File: src/hw/rtl/gmlb_pkg.sv
// Shared types and constants for the greedy least-loaded bucket assigner.
package gmlb_pkg;

  localparam int unsigned MAX_BUCKETS_DEF = 16;
  localparam int unsigned MAX_SLOTS_DEF   = 65536;

  localparam int unsigned ID_W         = 32;
  localparam int unsigned WEIGHT_W     = 16;
  localparam int unsigned LOAD_W       = 32;
  localparam int unsigned SLOT_OUT_W   = 16;
  localparam int unsigned BUCKET_OUT_W = 4;
  localparam int unsigned CFG_W        = 5;
  localparam int unsigned ROWS_W       = 5;

  localparam int unsigned PADDR_W = 3;
  localparam int unsigned PDATA_W = 32;

  localparam logic [CFG_W-1:0]  BUCKET_COUNT_RST = 5'd4;
  localparam logic [ROWS_W-1:0] ROWS_MAX         = 5'd31;

  // register index (paddr[2])
  localparam logic REG_BUCKET_COUNT = 1'b0;

  typedef enum logic [2:0] {
    ST_IDLE,
    ST_SCAN,
    ST_FETCH,
    ST_WRITE,
    ST_DONE
  } state_t;

endpackage

File: src/hw/rtl/gmlb_ram.sv
// Generic single-port-write, single-port-read RAM with registered read data.
module gmlb_ram #(
  parameter int unsigned WIDTH = 8,
  parameter int unsigned DEPTH = 16,
  localparam int unsigned AW   = (DEPTH > 1) ? $clog2(DEPTH) : 1
) (
  input  logic             clk,
  input  logic             we,
  input  logic [AW-1:0]    waddr,
  input  logic [WIDTH-1:0] wdata,
  input  logic [AW-1:0]    raddr,
  output logic [WIDTH-1:0] rdata
);

  logic [WIDTH-1:0] mem [DEPTH];

  always_ff @(posedge clk) begin
    if (we) begin
      mem[waddr] <= wdata;
    end
    rdata <= mem[raddr];
  end

endmodule

File: src/hw/rtl/greedy_min_load_bucket_assign_core.sv
// Greedy least-loaded bucket assigner: one input transfer places one weighted row into a
// bucket and gives one output transfer with the row id, bucket, slot and the bucket's new
// load. Within a job the first rows go to buckets 0, 1, 2, ... one each; later rows go to
// the bucket with the smallest load (lowest index on a tie). in_first_row starts a new job.
// Loads and slot counts live in one RAM with a registered read port; a per-bucket valid
// flop makes a never-written or cleared entry read as zero, so a new job needs no RAM clear.
// Sequence: a row placed directly passes through FETCH, WRITE and DONE before its result
// reaches the output register; a searched row first passes through SCAN, the minimum search
// that walks the RAM one bucket per cycle through a single 32-bit comparator. The block is
// busy (in_stall high) until the result is loaded, so a new row is not accepted before the
// last one is through; a finished result waits in the output register while the next row is
// accepted, and a result still held there stalls the following one in its last state.
// bucket_count is written over the APB-style port at any paddr with bit 2 clear and is read
// back there; a value of 0 acts as 1 and values above MAX_BUCKETS act as MAX_BUCKETS.
module greedy_min_load_bucket_assign_core
  import gmlb_pkg::*;
#(
  parameter int unsigned MAX_BUCKETS = MAX_BUCKETS_DEF,
  parameter int unsigned MAX_SLOTS   = MAX_SLOTS_DEF
) (
  input  logic                    clk,
  input  logic                    rst_n,

  // input channel
  input  logic                    in_valid,
  output logic                    in_stall,
  input  logic                    in_first_row,
  input  logic [ID_W-1:0]         in_row_id,
  input  logic [WEIGHT_W-1:0]     in_row_weight,

  // result channel
  output logic                    out_valid,
  input  logic                    out_stall,
  output logic [ID_W-1:0]         out_row_id_out,
  output logic [BUCKET_OUT_W-1:0] out_bucket,
  output logic [SLOT_OUT_W-1:0]   out_slot,
  output logic [LOAD_W-1:0]       out_bucket_load,

  // configuration port
  input  logic                    cfg_psel,
  input  logic                    cfg_penable,
  input  logic                    cfg_pwrite,
  input  logic [PADDR_W-1:0]      cfg_paddr,
  input  logic [PDATA_W-1:0]      cfg_pwdata,
  output logic [PDATA_W-1:0]      cfg_prdata,
  output logic                    cfg_pready
);

  // bucket index and counter widths
  localparam int unsigned IDX_W = (MAX_BUCKETS > 1) ? $clog2(MAX_BUCKETS) : 1;
  localparam int unsigned CNT_W = $clog2(MAX_BUCKETS + 1);
  // slot counts saturate at min(MAX_SLOTS-1, 65535)
  localparam int unsigned SLOT_LIM = ((MAX_SLOTS - 1) > 65535) ? 65535 : (MAX_SLOTS - 1);
  localparam int unsigned SLOT_W   = $clog2(SLOT_LIM + 1);
  localparam int unsigned ENTRY_W  = LOAD_W + SLOT_W;

  // ---------------------------------------------------------------------------------------
  // registers
  // ---------------------------------------------------------------------------------------
  state_t                  state_r, state_nxt;
  logic [CFG_W-1:0]        bucket_count_r;
  logic [ROWS_W-1:0]       rows_seen_r, rows_seen_nxt;
  logic [MAX_BUCKETS-1:0]  valid_r, valid_nxt;
  logic [CNT_W-1:0]        scan_cnt_r, scan_cnt_nxt;
  logic [IDX_W-1:0]        pick_r, pick_nxt;
  logic [LOAD_W-1:0]       min_r, min_nxt;
  logic [ID_W-1:0]         id_r, id_nxt;
  logic [WEIGHT_W-1:0]     weight_r, weight_nxt;
  logic [LOAD_W-1:0]       res_load_r, res_load_nxt;
  logic [SLOT_W-1:0]       res_slot_r, res_slot_nxt;

  logic                    out_valid_r, out_valid_nxt;
  logic [ID_W-1:0]         out_id_r, out_id_nxt;
  logic [BUCKET_OUT_W-1:0] out_bucket_r, out_bucket_nxt;
  logic [SLOT_OUT_W-1:0]   out_slot_r, out_slot_nxt;
  logic [LOAD_W-1:0]       out_load_r, out_load_nxt;

  // ---------------------------------------------------------------------------------------
  // combinational signals
  // ---------------------------------------------------------------------------------------
  logic                    in_xfer;
  logic                    out_free;
  logic                    cfg_wr;
  logic [CNT_W-1:0]        act_n;
  logic [ROWS_W-1:0]       rows_eff;
  logic                    direct;
  logic                    scan_last;

  logic                    ram_we;
  logic [IDX_W-1:0]        ram_raddr;
  logic [ENTRY_W-1:0]      ram_wdata;
  logic [ENTRY_W-1:0]      ram_rdata;
  logic [LOAD_W-1:0]       rd_load;
  logic [SLOT_W-1:0]       rd_slot;

  logic [IDX_W-1:0]        cmp_idx;
  logic [LOAD_W-1:0]       cmp_load;
  logic [LOAD_W-1:0]       cur_load;
  logic [SLOT_W-1:0]       cur_slot;
  logic [LOAD_W:0]         sum_ext;
  logic [LOAD_W-1:0]       new_load;
  logic [SLOT_W-1:0]       new_slot;

  assign in_xfer  = in_valid && !in_stall;
  assign out_free = !out_valid_r || !out_stall;
  assign cfg_wr   = cfg_psel && cfg_penable && cfg_pwrite && cfg_pready;

  // clamp the configured count to 1..MAX_BUCKETS
  always_comb begin
    if (bucket_count_r == '0) begin
      act_n = CNT_W'(1);
    end else if (32'(bucket_count_r) > MAX_BUCKETS) begin
      act_n = CNT_W'(MAX_BUCKETS);
    end else begin
      act_n = CNT_W'(bucket_count_r);
    end
  end

  // a first row restarts the job before it is placed
  assign rows_eff  = in_first_row ? '0 : rows_seen_r;
  assign direct    = 32'(rows_eff) < 32'(act_n);
  assign scan_last = 32'(scan_cnt_r) >= 32'(act_n);

  // RAM entry: {slot count, load}; an entry without its valid bit reads as zero
  assign rd_load = ram_rdata[LOAD_W-1:0];
  assign rd_slot = ram_rdata[ENTRY_W-1:LOAD_W];

  // scan: data on the read port belongs to the address issued in the cycle before
  assign cmp_idx  = IDX_W'(scan_cnt_r - CNT_W'(1));
  assign cmp_load = valid_r[cmp_idx] ? rd_load : '0;

  // update of the picked bucket, saturating
  assign cur_load  = valid_r[pick_r] ? rd_load : '0;
  assign cur_slot  = valid_r[pick_r] ? rd_slot : '0;
  assign sum_ext   = {1'b0, cur_load} + (LOAD_W + 1)'(weight_r);
  assign new_load  = sum_ext[LOAD_W] ? '1 : sum_ext[LOAD_W-1:0];
  assign new_slot  = (cur_slot < SLOT_W'(SLOT_LIM)) ? cur_slot + SLOT_W'(1) : cur_slot;
  assign ram_wdata = {new_slot, new_load};

  gmlb_ram #(
    .WIDTH (ENTRY_W),
    .DEPTH (MAX_BUCKETS)
  ) u_ram (
    .clk   (clk),
    .we    (ram_we),
    .waddr (pick_r),
    .wdata (ram_wdata),
    .raddr (ram_raddr),
    .rdata (ram_rdata)
  );

  // ---------------------------------------------------------------------------------------
  // sequencer: next state
  // ---------------------------------------------------------------------------------------
  always_comb begin
    state_nxt = state_r;
    case (state_r)
      ST_IDLE: begin
        if (in_xfer) begin
          state_nxt = direct ? ST_FETCH : ST_SCAN;
        end
      end
      ST_SCAN: begin
        if (scan_last) begin
          state_nxt = ST_FETCH;
        end
      end
      ST_FETCH: state_nxt = ST_WRITE;
      ST_WRITE: state_nxt = ST_DONE;
      ST_DONE: begin
        if (out_free) begin
          state_nxt = ST_IDLE;
        end
      end
      default:  state_nxt = ST_IDLE;
    endcase
  end

  // sequencer: outputs
  always_comb begin
    in_stall  = 1'b1;
    ram_we    = 1'b0;
    ram_raddr = pick_r;
    case (state_r)
      ST_IDLE:  in_stall  = 1'b0;
      ST_SCAN:  ram_raddr = IDX_W'(scan_cnt_r);
      ST_FETCH: ram_raddr = pick_r;
      ST_WRITE: ram_we    = 1'b1;
      ST_DONE:  ram_we    = 1'b0;
      default:  in_stall  = 1'b1;
    endcase
  end

  // ---------------------------------------------------------------------------------------
  // datapath next values
  // ---------------------------------------------------------------------------------------
  always_comb begin
    rows_seen_nxt  = rows_seen_r;
    valid_nxt      = valid_r;
    scan_cnt_nxt   = scan_cnt_r;
    pick_nxt       = pick_r;
    min_nxt        = min_r;
    id_nxt         = id_r;
    weight_nxt     = weight_r;
    res_load_nxt   = res_load_r;
    res_slot_nxt   = res_slot_r;
    out_valid_nxt  = out_valid_r && out_stall;
    out_id_nxt     = out_id_r;
    out_bucket_nxt = out_bucket_r;
    out_slot_nxt   = out_slot_r;
    out_load_nxt   = out_load_r;

    case (state_r)
      ST_IDLE: begin
        if (in_xfer) begin
          id_nxt       = in_row_id;
          weight_nxt   = in_row_weight;
          scan_cnt_nxt = '0;
          pick_nxt     = IDX_W'(rows_eff);
          if (in_first_row) begin
            valid_nxt     = '0;
            rows_seen_nxt = '0;
          end
        end
      end
      ST_SCAN: begin
        if (!scan_last) begin
          scan_cnt_nxt = scan_cnt_r + CNT_W'(1);
        end
        if (scan_cnt_r != '0) begin
          // strict less-than keeps the lowest index on a tie
          if (scan_cnt_r == CNT_W'(1) || cmp_load < min_r) begin
            min_nxt  = cmp_load;
            pick_nxt = cmp_idx;
          end
        end
      end
      ST_WRITE: begin
        valid_nxt[pick_r] = 1'b1;
        res_load_nxt      = new_load;
        res_slot_nxt      = cur_slot;
        if (rows_seen_r != ROWS_MAX) begin
          rows_seen_nxt = rows_seen_r + ROWS_W'(1);
        end
      end
      ST_DONE: begin
        if (out_free) begin
          out_valid_nxt  = 1'b1;
          out_id_nxt     = id_r;
          out_bucket_nxt = BUCKET_OUT_W'(pick_r);
          out_slot_nxt   = SLOT_OUT_W'(res_slot_r);
          out_load_nxt   = res_load_r;
        end
      end
      default: begin
        scan_cnt_nxt = scan_cnt_r;
      end
    endcase
  end

  // ---------------------------------------------------------------------------------------
  // state registers
  // ---------------------------------------------------------------------------------------
  always_ff @(posedge clk) begin
    if (!rst_n) begin
      state_r        <= ST_IDLE;
      bucket_count_r <= BUCKET_COUNT_RST;
      rows_seen_r    <= '0;
      valid_r        <= '0;
      scan_cnt_r     <= '0;
      out_valid_r    <= 1'b0;
    end else begin
      state_r     <= state_nxt;
      rows_seen_r <= rows_seen_nxt;
      valid_r     <= valid_nxt;
      scan_cnt_r  <= scan_cnt_nxt;
      out_valid_r <= out_valid_nxt;
      if (cfg_wr && cfg_paddr[2] == REG_BUCKET_COUNT) begin
        bucket_count_r <= cfg_pwdata[CFG_W-1:0];
      end
    end
  end

  // payload registers
  always_ff @(posedge clk) begin
    pick_r       <= pick_nxt;
    min_r        <= min_nxt;
    id_r         <= id_nxt;
    weight_r     <= weight_nxt;
    res_load_r   <= res_load_nxt;
    res_slot_r   <= res_slot_nxt;
    out_id_r     <= out_id_nxt;
    out_bucket_r <= out_bucket_nxt;
    out_slot_r   <= out_slot_nxt;
    out_load_r   <= out_load_nxt;
  end

  // ---------------------------------------------------------------------------------------
  // ports
  // ---------------------------------------------------------------------------------------
  assign out_valid       = out_valid_r;
  assign out_row_id_out  = out_id_r;
  assign out_bucket      = out_bucket_r;
  assign out_slot        = out_slot_r;
  assign out_bucket_load = out_load_r;

  assign cfg_pready = 1'b1;
  assign cfg_prdata = (cfg_paddr[2] == REG_BUCKET_COUNT) ? PDATA_W'(bucket_count_r) : '0;

`ifndef SYNTH
  // a new job leaves no stale bucket entries behind
  a_first_row_clears: assert property (@(posedge clk) disable iff (!rst_n)
    (in_valid && !in_stall && in_first_row) |=> (valid_r == '0))
    else $error("first row did not clear bucket valid bits");

  // a result only appears after the sequencer finished an item
  a_out_from_done: assert property (@(posedge clk) disable iff (!rst_n)
    $rose(out_valid_r) |-> $past(state_r == ST_DONE))
    else $error("result raised outside of completion");

  // the written bucket reads back as valid
  a_write_sets_valid: assert property (@(posedge clk) disable iff (!rst_n)
    (state_r == ST_WRITE) |=> valid_r[$past(pick_r)])
    else $error("bucket update did not mark entry valid");
`endif

endmodule
File: config.mk
export PLATFORM = sky130hd
export DESIGN_NAME = greedy_min_load_bucket_assign_core
export DESIGN_NICKNAME = d
export VERILOG_FILES = /design/src/hw/rtl/gmlb_pkg.sv /design/src/hw/rtl/gmlb_ram.sv /design/src/hw/rtl/greedy_min_load_bucket_assign_core.sv
export SDC_FILE = /design/constraint.sdc
export NUM_CORES = 1
export LEC_CHECK = 0
export BUFFER_PORTS_ARGS = -buffer_cell sky130_fd_sc_hd__buf_4
export CAP_MARGIN = 20
export CORE_ASPECT_RATIO = 0.75
export CORE_MARGIN = 8
export CORE_UTILIZATION = 35
export DETAILED_ROUTE_END_ITERATION = 10
export PLACE_DENSITY = 0.61
export SYNTH_ARGS = -nofsm -noshare
export SYNTH_HDL_FRONTEND = slang
export SYNTH_SLANG_ARGS = --single-unit
File: constraint.sdc
create_clock -name clk -period 14 [get_ports clk]
set_input_delay 0.7 -clock clk [delete_from_list [all_inputs] [get_ports clk]]
set_output_delay 0.7 -clock clk [all_outputs]
set_load 0.1 [all_outputs]
==> metrics.txt <==
outcome=complete, no violations; max_slew headroom=11.4%; Via density=5.09; CP required=14.25 ns; Worst Hold Class=in -> reg; routed wire length=101 mm; Clock transition at path regs=0.06 ns; CTS tree=yes; crit path max-delay cell type=o21ai_1; Power, Total=8.13 mW; CTS Hold Buffers Added=0; post_cts resized=0; Post-CTS Setup Inserts=0; post-route design area=49400 µm²; initial antenna violation count=1; Final Hold Fails=0; Mapped Area=42900 µm²; Total Neg Setup Slack=0 ns; Final ANT Viol Nets=0; flop and latch count out of synthesis=1067; CP top delay family=compound AO/OA/AOI/OAI gates; Sink Count=1067; first-pass GRT wire length=151 mm; clock buffer depth=3; placer congestion estimate=0.782; Die Height=319 µm; Worst Path Max Fanout=34; DRC=0; worst slew pin tran=1.33 ns; PortBufs=152; P per Cell Area=165 nW/µm²; Synth Flop Type=edfxtp_1; post-synthesis sequential area ratio=72.7%; Crit. End Element=flip-flop; CTS Buf Count=102; CP startpoint=pick_r[0]; share of layout cells above drive strength 1=13.3%; root buffer cell=clkbuf_16; period utilization=44.6%; crit path DAT=6.50 ns; 1st-iter DRT viols=2155; commonest cells after routing, fill and taps aside=984 x edfxtp_1, 449 x nand2_1, 229 x a211oi_1; row count=111; Critical path buffers and inverters=2; Detail Placement HPWL=51.8 mm; NumNets Final=3311; Final Slew Violations=0; syn avg cell area=14.2 µm²; RSZ-0062 raised after global routing=no; vias in the first global route=23900; total grt overflow=0; area delta synth->final=15.1%; Static Leakage=17.1 nW; gr usage total=14.6%; Critical Path Max Stage Delay=0.76 ns; EDFF count, synth=984; MaxCap Viol Count=0; Area after DPL=45800 µm²; Total Die Area=134000 µm²; Crit Path Class=reg -> reg; Worst-Skew Late Latency=0.70 ns; post-synthesis cell count=3028; most common cell after layout, fill and taps aside=edfxtp_1; DR vias=24900; drt pass-1 iters=5; crit path launch type=flip-flop; Initial Util=35.2%; ys async rst share=0%; Netlist cell types=64; Worst Clk Skew=0.0265 ns; Warnings, synthesis=0; hold_sp=in_row_weight[13]; Wirelength per Cell=20.7 µm; Die W=420 µm; Setup Viol. Count Final=0; Core ar.=122000 µm²; maximum resistive drop on vdd=146 µV; worst r2r src=pick_r[0]; # IOs=210; htree depth=3; largest net degree at the start of global routing=211; Max Fclk=160 MHz; worst path cell trace=mux4_2, mux2i_1, mux2i_4, buf_4, and2_1, ha_1, inv_1, fa_1, nor2b_1, o31a_1, o311a_1, o21ai_1, a211o_1, or2_2, nand2_1; clock period minus worst slack=6.25 ns
[power breakdown]
part	switching, mW	internal, mW
clock	1.19	1.67
combinational	1.04	0.423
sequential	0.130	3.68
[kinds of logic after synthesis]
| logic type | Yosys count | share of synthesized area (%) |
|---|---|---|
| adder cells (fa/ha/maj) | 64 | 1.88 |
| AND/OR/NAND/NOR | 885 | 9.79 |
| AO/OA/AOI/OAI | 689 | 11.2 |
| buffers and inverters | 264 | 2.89 |
| multiplexers | 26 | 0.915 |
| XOR/XNOR | 31 | 0.632 |
| flip-flops | 1067 | 72.7 |
| other | 2 | 0.0175 |
[Yosys cell counts (9+ instances only)]
master,count,area [µm²]
a211oi_1,231,1730
a211oi_2,16,200
a21o_1,10,75.1
a21oi_1,148,741
a311oi_1,99,867
a31oi_1,105,657
and2_0,55,344
and2_1,199,1240
buf_2,46,230
buf_4,29,218
buf_6,11,124
clkbuf_1,118,443
dfxtp_1,83,1660
edfxtp_1,984,29500
ha_1,63,788
inv_1,51,191
mux2i_1,13,130
nand2_1,449,1690
nand3_1,13,65.1
nand4_1,12,75.1
nor2_1,82,308
nor2b_1,16,100
nor3_1,18,90.1
o21a_1,9,67.6
o21ai_0,40,200
xnor2_1,11,96.3
xor2_1,20,175
[registers in the layout (all words and copies together) (netlist names)]
signal           cells
u_ram.rdata         48
res_slot_r          16
out_valid            1
min_r               32
pick_r               4
id_r                32
res_load_r          32
out_row_id_out      32
out_slot            16
weight_r            16
out_bucket_load     32
valid_r             16
scan_cnt_r           5
u_ram.mem          768
state_r              3
out_bucket           4
rows_seen_r          5
bucket_count_r       5
[routing by layer]
layer	GRT usage [%]	routed length, µm	vias to the layer above
li1	-	-	11700
met1	21.0	47300	12400
met2	22.9	46300	613
met3	2.50	5490	141
met4	3.54	2030	0
met5	0	0	-
[final timing paths]
| check | end | slack (ns) | depth (start not counted) |
|---|---|---|---|
| worst max-delay path | u_ram.mem[13][7] | 7.75 | 15 |
| worst min-delay path | weight_r[13] | 0.19 | 1 |
| worst max register to register | u_ram.mem[13][7] | 7.75 | 15 |
| worst min register to register | out_bucket_load[24] | 0.41 | 0 |
[stage by stage]
stage	util [%]	hold WS [ns]	std cells	worst slack (ns)
after floorplan	-	0.400	3054	8.28
after global placement	37.5	0.400	4678	7.79
after detailed placement	37.6	0.405	4679	7.73
after CTS	40.4	0.140	4871	7.69
after global routing	40.5	0.150	4883	7.44
final	40.5	0.194	4883	7.75
[worst register-to-register path, cell delays in order, from the launching register on]
cell and delay (ns):
edfxtp_1 0.74, mux4_2 0.60, mux2i_1 0.30, mux2i_4 0.10, buf_4 0.29, and2_1 0.25, ha_1 0.21, inv_1 0.07
fa_1 0.18, nor2b_1 0.08, o31a_1 0.30, o311a_1 0.40, o21ai_1 0.76, a211o_1 0.49, or2_2 0.48, nand2_1 0.56
[cell type report]
cell class,count,area [µm²]
Inverter,53,200
Tap cell,1638,2050
Clock inverter,47,576
Timing Repair Buffer,209,1650
Sequential cell,1067,31200
Antenna cell,1,2.50
Fill cell,11200,72500
Clock buffer,145,2920
Multi-Input combinational cell,1723,10800
No activity file was read; power rests on OpenSTA's default activity.
